[config.mk]
export PLATFORM = sky130hd
export DESIGN_NAME = tile_scroll_sequencer_flat
export DESIGN_NICKNAME = d
export VERILOG_FILES = /design/src/hdl/tss_pkg.sv /design/src/hdl/tss_if.sv /design/src/hdl/tile_scroll_sequencer.sv /design/src/flat_wrapper.sv
export SDC_FILE = /design/constraint.sdc
export NUM_CORES = 1
export LEC_CHECK = 0
export BUFFER_PORTS_ARGS = -buffer_cell sky130_fd_sc_hd__buf_2
export CAP_MARGIN = 30
export CORE_MARGIN = 2
export CORE_UTILIZATION = 54
export DETAILED_ROUTE_END_ITERATION = 7
export GPL_TIMING_DRIVEN = 1
export PLACE_DENSITY = 0.77
export RECOVER_POWER = 50
export SYNTH_ARGS = -nofsm -noshare
export SYNTH_HDL_FRONTEND = slang
export SYNTH_SLANG_ARGS = --single-unit
[constraint.sdc]
create_clock -name clock -period 3.72 [get_ports clock]
set_input_delay 0.744 -clock clock [delete_from_list [all_inputs] [get_ports clock]]
set_output_delay 0.744 -clock clock [all_outputs]
set_load 0.01 [all_outputs]
[src/hdl/tss_pkg.sv]
// ----------------------------------------------------------------------------
// tss_pkg: shared types and constants of the tile scroll sequencer
// Action and command codes, direction bits, control word layout and the
// microcode ROM.
// ----------------------------------------------------------------------------
package tss_pkg;

   // Input actions; they double as the microcode entry addresses
   typedef enum logic [1:0] {
      ACT_TICK    = 2'd0,
      ACT_START   = 2'd1,
      ACT_FINISH  = 2'd2,
      ACT_REFRESH = 2'd3
   } action_type;

   // Phase commands handed to the consumer
   typedef enum logic [2:0] {
      CMD_NONE        = 3'd0,
      CMD_MOVE_SCREEN = 3'd1,
      CMD_MOVE_COLOUR = 3'd2,
      CMD_DRAW_EDGES  = 3'd3,
      CMD_COPY_SPRITE = 3'd4,
      CMD_SWAP        = 3'd5,
      CMD_REDRAW      = 3'd6
   } cmd_type;

   // Direction bit positions
   localparam int DIR_LEFT  = 0;
   localparam int DIR_RIGHT = 1;
   localparam int DIR_UP    = 2;
   localparam int DIR_DOWN  = 3;

   // Phase counter values
   localparam logic [3:0] PHASE_FULL   = 4'd8;
   localparam logic [3:0] PHASE_NUDGE  = 4'd4;
   localparam logic [3:0] PHASE_SCREEN = 4'd7;
   localparam logic [3:0] PHASE_COLOUR = 4'd6;
   localparam logic [3:0] PHASE_EDGES  = 4'd5;
   localparam logic [3:0] PHASE_SPRITE = 4'd4;
   localparam logic [3:0] PHASE_SWAP   = 4'd3;

   // Fine scroll terms: (count - LEAD) & 7 and (TRAIL - count) & 7
   localparam logic [3:0] FINE_LEAD  = 4'd5;
   localparam logic [3:0] FINE_TRAIL = 4'd12;
   localparam logic [2:0] FINE_RESET = 3'd3;

   // Sprite nudge sizes
   localparam logic [4:0] NUDGE_TICK   = 5'd1;
   localparam logic [4:0] NUDGE_FINISH = 5'd8;

   // Datapath operation of one microcode step
   typedef enum logic [1:0] {
      OP_STEP    = 2'd0,
      OP_START   = 2'd1,
      OP_REFRESH = 2'd2,
      OP_HOLD    = 2'd3
   } op_type;

   // Sprite nudge select
   typedef enum logic [1:0] {
      NUD_NONE  = 2'd0,
      NUD_TICK  = 2'd1,
      NUD_PHASE = 2'd2
   } nudge_type;

   // Sequencing after the step
   typedef enum logic {
      JMP_DONE = 1'b0,
      JMP_BUSY = 1'b1
   } jump_type;

   typedef struct packed {
      op_type     op;
      nudge_type  nudge;
      jump_type   jump;
      logic [1:0] target;
   } ctrl_word_type;

   // Microcode ROM: one word per action, the finish word loops on itself
   function automatic ctrl_word_type ucode_rom(input logic [1:0] addr);
      ctrl_word_type w;
      w = '{op: OP_HOLD, nudge: NUD_NONE, jump: JMP_DONE, target: ACT_TICK};
      case (addr)
         ACT_TICK:    w = '{op: OP_STEP, nudge: NUD_TICK, jump: JMP_DONE,
                            target: ACT_TICK};
         ACT_START:   w = '{op: OP_START, nudge: NUD_NONE, jump: JMP_DONE,
                            target: ACT_TICK};
         ACT_FINISH:  w = '{op: OP_STEP, nudge: NUD_PHASE, jump: JMP_BUSY,
                            target: ACT_FINISH};
         ACT_REFRESH: w = '{op: OP_REFRESH, nudge: NUD_NONE, jump: JMP_DONE,
                            target: ACT_TICK};
         default:     w = '{op: OP_HOLD, nudge: NUD_NONE, jump: JMP_DONE,
                            target: ACT_TICK};
      endcase
      return w;
   endfunction

endpackage

[src/hdl/tss_if.sv]
// ----------------------------------------------------------------------------
// tss_if: request and response channels of the tile scroll sequencer
// Valid/ready channels; a transaction moves at a clock edge with both high.
// ----------------------------------------------------------------------------
interface tss_req_if;
   logic       valid;
   logic       ready;
   logic [1:0] action;
   logic [3:0] direction;

   modport source (output valid, action, direction, input ready);
   modport sink   (input valid, action, direction, output ready);
endinterface

interface tss_rsp_if;
   logic               valid;
   logic               ready;
   logic [2:0]         fine_x;
   logic [2:0]         fine_y;
   logic signed [15:0] pixel_off_x;
   logic signed [15:0] pixel_off_y;
   logic [7:0]         cell_origin_x;
   logic [7:0]         cell_origin_y;
   logic [2:0]         phase_cmd;
   logic               shown_buffer;
   logic signed [4:0]  sprite_dx;
   logic signed [4:0]  sprite_dy;
   logic [1:0]         fine_fix;
   logic               last;

   modport source (output valid, fine_x, fine_y, pixel_off_x, pixel_off_y,
                   cell_origin_x, cell_origin_y, phase_cmd, shown_buffer,
                   sprite_dx, sprite_dy, fine_fix, last,
                   input ready);
   modport sink   (input valid, fine_x, fine_y, pixel_off_x, pixel_off_y,
                   cell_origin_x, cell_origin_y, phase_cmd, shown_buffer,
                   sprite_dx, sprite_dy, fine_fix, last,
                   output ready);
endinterface

[src/hdl/tile_scroll_sequencer.sv]
// ----------------------------------------------------------------------------
// tile_scroll_sequencer: eight-phase double-buffered scroll sequencer
// First result is registered by the first step after the request transaction; a finish
// gives up to eight results, one per cycle while the response side is ready.
// Next request is taken the cycle after the last result is loaded.
// Synchronous reset: idle, fine values 3, buffer B shown, control and state 0.
// ----------------------------------------------------------------------------
module tile_scroll_sequencer
   import tss_pkg::*;
(
   input  logic           clock,
   input  logic           reset,
   tss_req_if.sink        req,
   tss_rsp_if.source      rsp
);

   // Sequencer control
   logic          run_ff, run_in;
   logic [1:0]    upc_ff, upc_in;
   logic [3:0]    dir_req_ff, dir_req_in;
   ctrl_word_type cw;
   logic          slot_free;
   logic          exec;
   logic          loop_again;

   // Architectural state
   logic [3:0]  phase_ff, phase_in;
   logic [3:0]  dir_ff, dir_in;
   logic [2:0]  fx_ff, fx_in;
   logic [2:0]  fy_ff, fy_in;
   logic [15:0] px_ff, px_in;
   logic [15:0] py_ff, py_in;
   logic [7:0]  ox_ff, ox_in;
   logic [7:0]  oy_ff, oy_in;
   logic        vis_ff, vis_in;
   logic [1:0]  fix_ff, fix_in;

   // Response register
   logic        rsp_valid_ff, rsp_valid_in;
   cmd_type     cmd;
   logic [4:0]  delta;
   logic [4:0]  dx, dy;
   logic [2:0]  fine_lead, fine_trail;
   logic [3:0]  phase_dec;
   logic        busy;

   logic [2:0]  r_fx_ff, r_fy_ff;
   logic [15:0] r_px_ff, r_py_ff;
   logic [7:0]  r_ox_ff, r_oy_ff;
   cmd_type     r_cmd_ff;
   logic        r_vis_ff;
   logic [4:0]  r_dx_ff, r_dy_ff;
   logic [1:0]  r_fix_ff;
   logic        r_last_ff;

   // Handshake and microcode fetch
   assign slot_free = !rsp_valid_ff || rsp.ready;
   assign exec      = run_ff && slot_free;
   assign req.ready = !run_ff;
   assign cw        = ucode_rom(upc_ff);

   assign busy       = (phase_ff != 4'd0);
   assign phase_dec  = phase_ff - 4'd1;
   assign fine_lead  = 3'(phase_ff - FINE_LEAD);
   assign fine_trail = 3'(FINE_TRAIL - phase_ff);

   // Datapath: one control word step
   always_comb begin
      phase_in = phase_ff;
      dir_in   = dir_ff;
      fx_in    = fx_ff;
      fy_in    = fy_ff;
      px_in    = px_ff;
      py_in    = py_ff;
      ox_in    = ox_ff;
      oy_in    = oy_ff;
      vis_in   = vis_ff;
      fix_in   = fix_ff;
      cmd      = CMD_NONE;
      dx       = 5'd0;
      dy       = 5'd0;

      // nudge size for this step
      case (cw.nudge)
         NUD_TICK:  delta = NUDGE_TICK;
         NUD_PHASE: delta = (phase_ff == PHASE_NUDGE) ? NUDGE_FINISH : 5'd0;
         default:   delta = 5'd0;
      endcase

      case (cw.op)
         OP_STEP: begin
            if (busy) begin
               // pixel offsets and fine scroll; right and down win the fine and nudge terms
               if (dir_ff[DIR_LEFT]) begin
                  px_in = px_in - 16'd1;
                  fx_in = fine_lead;
                  dx    = 5'd0 - delta;
               end
               if (dir_ff[DIR_RIGHT]) begin
                  px_in = px_in + 16'd1;
                  fx_in = fine_trail;
                  dx    = delta;
               end
               if (dir_ff[DIR_UP]) begin
                  py_in = py_in - 16'd1;
                  fy_in = fine_lead;
                  dy    = 5'd0 - delta;
               end
               if (dir_ff[DIR_DOWN]) begin
                  py_in = py_in + 16'd1;
                  fy_in = fine_trail;
                  dy    = delta;
               end

               // phase work selected by the decremented counter
               phase_in = phase_dec;
               case (phase_dec)
                  PHASE_SCREEN: cmd = CMD_MOVE_SCREEN;
                  PHASE_COLOUR: cmd = CMD_MOVE_COLOUR;
                  PHASE_EDGES: begin
                     cmd = CMD_DRAW_EDGES;
                     if (dir_ff[DIR_UP])    oy_in = oy_in + 8'd1;
                     if (dir_ff[DIR_DOWN])  oy_in = oy_in - 8'd1;
                     if (dir_ff[DIR_LEFT])  ox_in = ox_in + 8'd1;
                     if (dir_ff[DIR_RIGHT]) ox_in = ox_in - 8'd1;
                  end
                  PHASE_SPRITE: cmd = CMD_COPY_SPRITE;
                  PHASE_SWAP: begin
                     cmd    = CMD_SWAP;
                     vis_in = !vis_ff;
                  end
                  default: cmd = CMD_NONE;
               endcase
            end
         end
         OP_START: begin
            if (!busy && (dir_req_ff != 4'd0)) begin
               dir_in   = dir_req_ff;
               phase_in = PHASE_FULL;
               if (dir_req_ff[DIR_LEFT])       fix_in[0] = 1'b1;
               else if (dir_req_ff[DIR_RIGHT]) fix_in[0] = 1'b0;
               if (dir_req_ff[DIR_UP])         fix_in[1] = 1'b1;
               else if (dir_req_ff[DIR_DOWN])  fix_in[1] = 1'b0;
            end
         end
         OP_REFRESH: begin
            cmd      = CMD_REDRAW;
            vis_in   = !vis_ff;
            dir_in   = 4'd0;
            phase_in = 4'd0;
            fx_in    = FINE_RESET;
            fy_in    = FINE_RESET;
         end
         default: begin
            cmd = CMD_NONE;
         end
      endcase
   end

   // Sequencing: a finish loops while phases remain
   assign loop_again = (cw.jump == JMP_BUSY) && (phase_in != 4'd0);

   always_comb begin
      run_in     = run_ff;
      upc_in     = upc_ff;
      dir_req_in = dir_req_ff;
      if (req.valid && req.ready) begin
         run_in     = 1'b1;
         upc_in     = req.action;
         dir_req_in = req.direction;
      end else if (exec) begin
         run_in = loop_again;
         upc_in = cw.target;
      end
      rsp_valid_in = exec ? 1'b1 : (rsp_valid_ff && !rsp.ready);
   end

   // Control and state registers
   always_ff @(posedge clock) begin
      if (reset) begin
         run_ff       <= 1'b0;
         upc_ff       <= ACT_TICK;
         rsp_valid_ff <= 1'b0;
         phase_ff     <= 4'd0;
         dir_ff       <= 4'd0;
         fx_ff        <= FINE_RESET;
         fy_ff        <= FINE_RESET;
         px_ff        <= 16'd0;
         py_ff        <= 16'd0;
         ox_ff        <= 8'd0;
         oy_ff        <= 8'd0;
         vis_ff       <= 1'b1;
         fix_ff       <= 2'd0;
      end else begin
         run_ff       <= run_in;
         upc_ff       <= upc_in;
         rsp_valid_ff <= rsp_valid_in;
         if (exec) begin
            phase_ff <= phase_in;
            dir_ff   <= dir_in;
            fx_ff    <= fx_in;
            fy_ff    <= fy_in;
            px_ff    <= px_in;
            py_ff    <= py_in;
            ox_ff    <= ox_in;
            oy_ff    <= oy_in;
            vis_ff   <= vis_in;
            fix_ff   <= fix_in;
         end
      end
   end

   // Request payload and response payload
   always_ff @(posedge clock) begin
      dir_req_ff <= dir_req_in;
      if (exec) begin
         r_fx_ff   <= fx_in;
         r_fy_ff   <= fy_in;
         r_px_ff   <= px_in;
         r_py_ff   <= py_in;
         r_ox_ff   <= ox_in;
         r_oy_ff   <= oy_in;
         r_cmd_ff  <= cmd;
         r_vis_ff  <= vis_in;
         r_dx_ff   <= dx;
         r_dy_ff   <= dy;
         r_fix_ff  <= fix_in;
         r_last_ff <= !loop_again;
      end
   end

   // Response channel
   assign rsp.valid         = rsp_valid_ff;
   assign rsp.fine_x        = r_fx_ff;
   assign rsp.fine_y        = r_fy_ff;
   assign rsp.pixel_off_x   = $signed(r_px_ff);
   assign rsp.pixel_off_y   = $signed(r_py_ff);
   assign rsp.cell_origin_x = r_ox_ff;
   assign rsp.cell_origin_y = r_oy_ff;
   assign rsp.phase_cmd     = r_cmd_ff;
   assign rsp.shown_buffer  = r_vis_ff;
   assign rsp.sprite_dx     = $signed(r_dx_ff);
   assign rsp.sprite_dy     = $signed(r_dy_ff);
   assign rsp.fine_fix      = r_fix_ff;
   assign rsp.last          = r_last_ff;

`ifndef SYNTH
   // phase counter stays within the eight-phase range
   a_phase_range: assert property (@(posedge clock) disable iff (reset)
      phase_ff <= PHASE_FULL)
      else $error("phase counter out of range");

   // phase only counts down by one, loads eight, or clears
   a_phase_move: assert property (@(posedge clock) disable iff (reset)
      (phase_ff != $past(phase_ff)) |->
         (phase_ff == $past(phase_ff) - 4'd1) ||
         (phase_ff == PHASE_FULL && $past(phase_ff) == 4'd0) ||
         (phase_ff == 4'd0))
      else $error("illegal phase counter move");

   // the sequencer finishes a transaction only after loading its last result
   a_done_last: assert property (@(posedge clock) disable iff (reset)
      ($fell(run_ff) && !$past(reset)) |-> (rsp_valid_ff && r_last_ff))
      else $error("sequencer ended without a last result");
`endif

endmodule
[src/flat_wrapper.sv]
// flat-port wrapper written by rule: the top's interface ports become plain ports
module tile_scroll_sequencer_flat import tss_pkg::*;
  (clock, reset, req_valid, req_action, req_direction, req_ready, rsp_valid, rsp_fine_x, rsp_fine_y, rsp_pixel_off_x, rsp_pixel_off_y, rsp_cell_origin_x, rsp_cell_origin_y, rsp_phase_cmd, rsp_shown_buffer, rsp_sprite_dx, rsp_sprite_dy, rsp_fine_fix, rsp_last, rsp_ready);
  tss_req_if req_i ();
  tss_rsp_if rsp_i ();
  input  logic clock;
  input  logic reset;
  input wire logic [$bits(req_i.valid)-1:0] req_valid;
  input wire logic [$bits(req_i.action)-1:0] req_action;
  input wire logic [$bits(req_i.direction)-1:0] req_direction;
  output wire logic [$bits(req_i.ready)-1:0] req_ready;
  output wire logic [$bits(rsp_i.valid)-1:0] rsp_valid;
  output wire logic [$bits(rsp_i.fine_x)-1:0] rsp_fine_x;
  output wire logic [$bits(rsp_i.fine_y)-1:0] rsp_fine_y;
  output wire logic [$bits(rsp_i.pixel_off_x)-1:0] rsp_pixel_off_x;
  output wire logic [$bits(rsp_i.pixel_off_y)-1:0] rsp_pixel_off_y;
  output wire logic [$bits(rsp_i.cell_origin_x)-1:0] rsp_cell_origin_x;
  output wire logic [$bits(rsp_i.cell_origin_y)-1:0] rsp_cell_origin_y;
  output wire logic [$bits(rsp_i.phase_cmd)-1:0] rsp_phase_cmd;
  output wire logic [$bits(rsp_i.shown_buffer)-1:0] rsp_shown_buffer;
  output wire logic [$bits(rsp_i.sprite_dx)-1:0] rsp_sprite_dx;
  output wire logic [$bits(rsp_i.sprite_dy)-1:0] rsp_sprite_dy;
  output wire logic [$bits(rsp_i.fine_fix)-1:0] rsp_fine_fix;
  output wire logic [$bits(rsp_i.last)-1:0] rsp_last;
  input wire logic [$bits(rsp_i.ready)-1:0] rsp_ready;
  assign req_i.valid = req_valid;
  assign req_i.action = req_action;
  assign req_i.direction = req_direction;
  assign req_ready = req_i.ready;
  assign rsp_valid = rsp_i.valid;
  assign rsp_fine_x = rsp_i.fine_x;
  assign rsp_fine_y = rsp_i.fine_y;
  assign rsp_pixel_off_x = rsp_i.pixel_off_x;
  assign rsp_pixel_off_y = rsp_i.pixel_off_y;
  assign rsp_cell_origin_x = rsp_i.cell_origin_x;
  assign rsp_cell_origin_y = rsp_i.cell_origin_y;
  assign rsp_phase_cmd = rsp_i.phase_cmd;
  assign rsp_shown_buffer = rsp_i.shown_buffer;
  assign rsp_sprite_dx = rsp_i.sprite_dx;
  assign rsp_sprite_dy = rsp_i.sprite_dy;
  assign rsp_fine_fix = rsp_i.fine_fix;
  assign rsp_last = rsp_i.last;
  assign rsp_i.ready = rsp_ready;
  tile_scroll_sequencer u_core (.clock(clock), .reset(reset), .req(req_i), .rsp(rsp_i));
endmodule
==> metrics <==
reg2reg path depth=9; top cells by area, synth=edfxtp_1, dfxtp_1, xnor2_1; top cells by count, synth=nand2_1, nor2_1, edfxtp_1, dfxtp_1, clkbuf_1; Final Total Pwr=0.004175 W; status=finished with violations; Die Span Y=127.4 um; RSZ-0062 raised after global routing=false; YS warnings=0; count leader, synth=nand2_1; die footprint=16220 um^2; most used cell, CP=nand2_1; VDD IR-drop max=328.1 uV; EDFF count, synth=73; initial DRC count=644; die width=127.4 um; vias in the first global route=6049; Crit. End Element=register; Vias=6729; All-Layer GR Usage=22.86%; Critical Path Sink=u_core.ox_ff[0]$_SDFFE_PP0P_; GR Overflow Total=0; CTS tree=done; Setup CP Type=in2reg; Avg WL per Cell=15.75 um; clock root buffer=clkbuf_16; Cell Count, Final, Fillers Out=1158; pin count of the biggest net entering global routing=55; Netlist cell types=74; Mapped Avg Cell Area=9.001 um^2; share of layout cells above drive strength 1=8.660%; DRT Pass-1 Iters=5; Startpoint Class=primary input; total negative slack=0 ns; CP Data Required Time=4.08 ns; post-synth top area share=26.67%; syn_nets=937; violated checks=max-capacitance violations, max-slew violations; hold_buf cts=0; Inserted Clock Buffers=17; DRC Markers=0; Synth Instances=913; Leak=3.281 nW; slowest cell on the critical path=clkbuf_1; sequential element share of the synthesized area=43.48%; Hold Startpoint=u_core.fix_ff[0]$_SDFFE_PP0P_; Fmax achieved=317.1 MHz; Yosys top cell by area=edfxtp_1; GPL Wtd Cong=0.9178; num rows=45; max-slew violations=55; DRT antenna net count=0; Worst EP arrival=3.51 ns; relative slew slack=-58.93%; final-stage net count=981; clock sink total=142; max_cap viols=1; Antenna Cells=0; HP Class=reg2reg; Placeable Area=15030 um^2; Worst-path clk slew=0.06 ns; antenna violations before repair=0; Clk Latency, worst-skew pair=0.43 ns; I/O pin total=83; post-cts sizing count=0; Fillers=1280; Synth async-reset ratio=0%; global-route wire length before repair=29790 um; CP peak stage delay=0.85 ns; Total Wirelength=18240 um; r2r endpoint=u_core.rsp.pixel_off_x[11]$_DFFE_PP_; H-tree depth reported by CTS=4; final hold vios=0; pwr/cell area=451.1 nW/um^2; Layout area overhead=12.62%; R2R Path Start=u_core.px_ff[0]$_SDFFE_PP0P_; clk_skew=0.009881 ns; worst-path cell chain=buf_2, nand2b_1, nand2_1, clkinvlp_2, clkbuf_1, nand2_1, or3_1, a21oi_1; Via-to-Cell Ratio=5.811; setup violators final=0; crit path from=rsp_ready; postcts setup bufs=0; cell count after placement=1126; Cell Area, Synth=8218 um^2; Main synth FF type=edfxtp_1; fin crit share=84.78%; clock buffer depth=2; Initial Util=54.67%; register bit total from synthesis=142; fin area=9255 um^2; Final min period=3.154 ns; Detail Placement HPWL=12200 um; Post-DP Area=8670 um^2; worst reg2reg setup slack=0.62 ns; Crit Path Max Fanout=21; worst slew pin tran=2.384 ns; Min Hold Slack=0.4646 ns; buffers added on ports=82
## layout make-up
type	count	area [um^2]	share of cell area, %
Multi-Input combinational cell	681	4258	46.01
Clock inverter	12	230.2	2.487
Inverter	15	57.56	0.6219
Timing Repair Buffer	100	444.2	4.799
Clock buffer	20	456.7	4.934
Sequential cell	142	3573	38.61
Tap cell	188	235.2	2.542
## report_power, final
part / internal (W) / total (W) / switching [W]
logic: 0.000134 / 0.000444 / 0.000310
clock network: 0.00130 / 0.00197 / 0.000671
registers: 0.00172 / 0.00176 / 0.0000384
total: 0.00316 / 0.00417 / 0.00102
## critical path: cells and delay by family
family	cells	cell delay (ns)
compound gates	1	0.15
simple gates	4	1.09
buf+inv	3	1.52
## layout by cell type, fill, tap and decap left out, drive strengths merged, types with 6 or more instances in the layout
| master | count |
|---|---|
| o21ai | 47 |
| nor4 | 17 |
| clkbuf | 96 |
| nand2 | 110 |
| nor2 | 86 |
| a21oi | 53 |
| a31oi | 7 |
| and3 | 6 |
| buf | 24 |
| nand3 | 27 |
| edfxtp | 73 |
| nand3b | 10 |
| inv | 17 |
| nand4 | 7 |
| o31ai | 7 |
| or4 | 6 |
| mux2i | 14 |
| ha | 14 |
| nor2b | 7 |
| nor3 | 35 |
| bufinv | 6 |
| xor2 | 52 |
| o211ai | 7 |
| or3 | 23 |
| xnor2 | 55 |
| dfxtp | 69 |
| nand2b | 9 |
## worst min-delay path by stage
stage	end	slack, ns	depth (start not counted)
after floorplan	u_core.fix_ff[0]$_SDFFE_PP0P_	0.44	2
after CTS	u_core.fix_ff[0]$_SDFFE_PP0P_	0.46	2
after global routing	u_core.fix_ff[0]$_SDFFE_PP0P_	0.48	2
after global placement	u_core.fix_ff[0]$_SDFFE_PP0P_	0.45	2
after detailed placement	u_core.fix_ff[0]$_SDFFE_PP0P_	0.45	2
final	u_core.fix_ff[0]$_SDFFE_PP0P_	0.46	2
## kinds of logic after synthesis
group                    Yosys count  share of synthesized area, %
AND/OR/NAND/NOR                  374                         22.90
XOR/XNOR                         107                         11.40
multiplexers                      18                         2.253
AO/OA/AOI/OAI                    168                         13.12
flip-flops                       142                         43.48
buffers and inverters             90                         4.704
adder cells (fa/ha/maj)           14                         2.132
## metrics by stage
stage | worst slack, ns | util, %
after floorplan | 0.07556 | -
after global placement | 0.7545 | 57.67
after detailed placement | 0.6497 | 57.67
after CTS | 0.6359 | 62.24
after global routing | 0.3229 | 61.56
final | 0.5660 | 61.56
## metal layers
layer  track usage (%)  part of all wire [%]  vias up
met1             31.20                    47     3156
met4             8.856                   2.1        0
met3             4.941                   5.6       34
met5                 0                     0        -
li1                  -                     -     3321
met2             35.77                    46      218
## state kept, by name (all words and copies together), names as in the netlist, 4 cells and up
name	count
u_core.py_ff	16
u_core.rsp.sprite_dx	4
u_core.rsp.cell_origin_y	8
u_core.dir_req_ff	4
u_core.phase_ff	4
u_core.dir_ff	4
u_core.px_ff	16
u_core.rsp.sprite_dy	4
u_core.rsp.pixel_off_y	16
u_core.ox_ff	8
u_core.rsp.cell_origin_x	8
u_core.rsp.pixel_off_x	16
u_core.oy_ff	8
No activity file was read; power rests on OpenSTA's default activity.
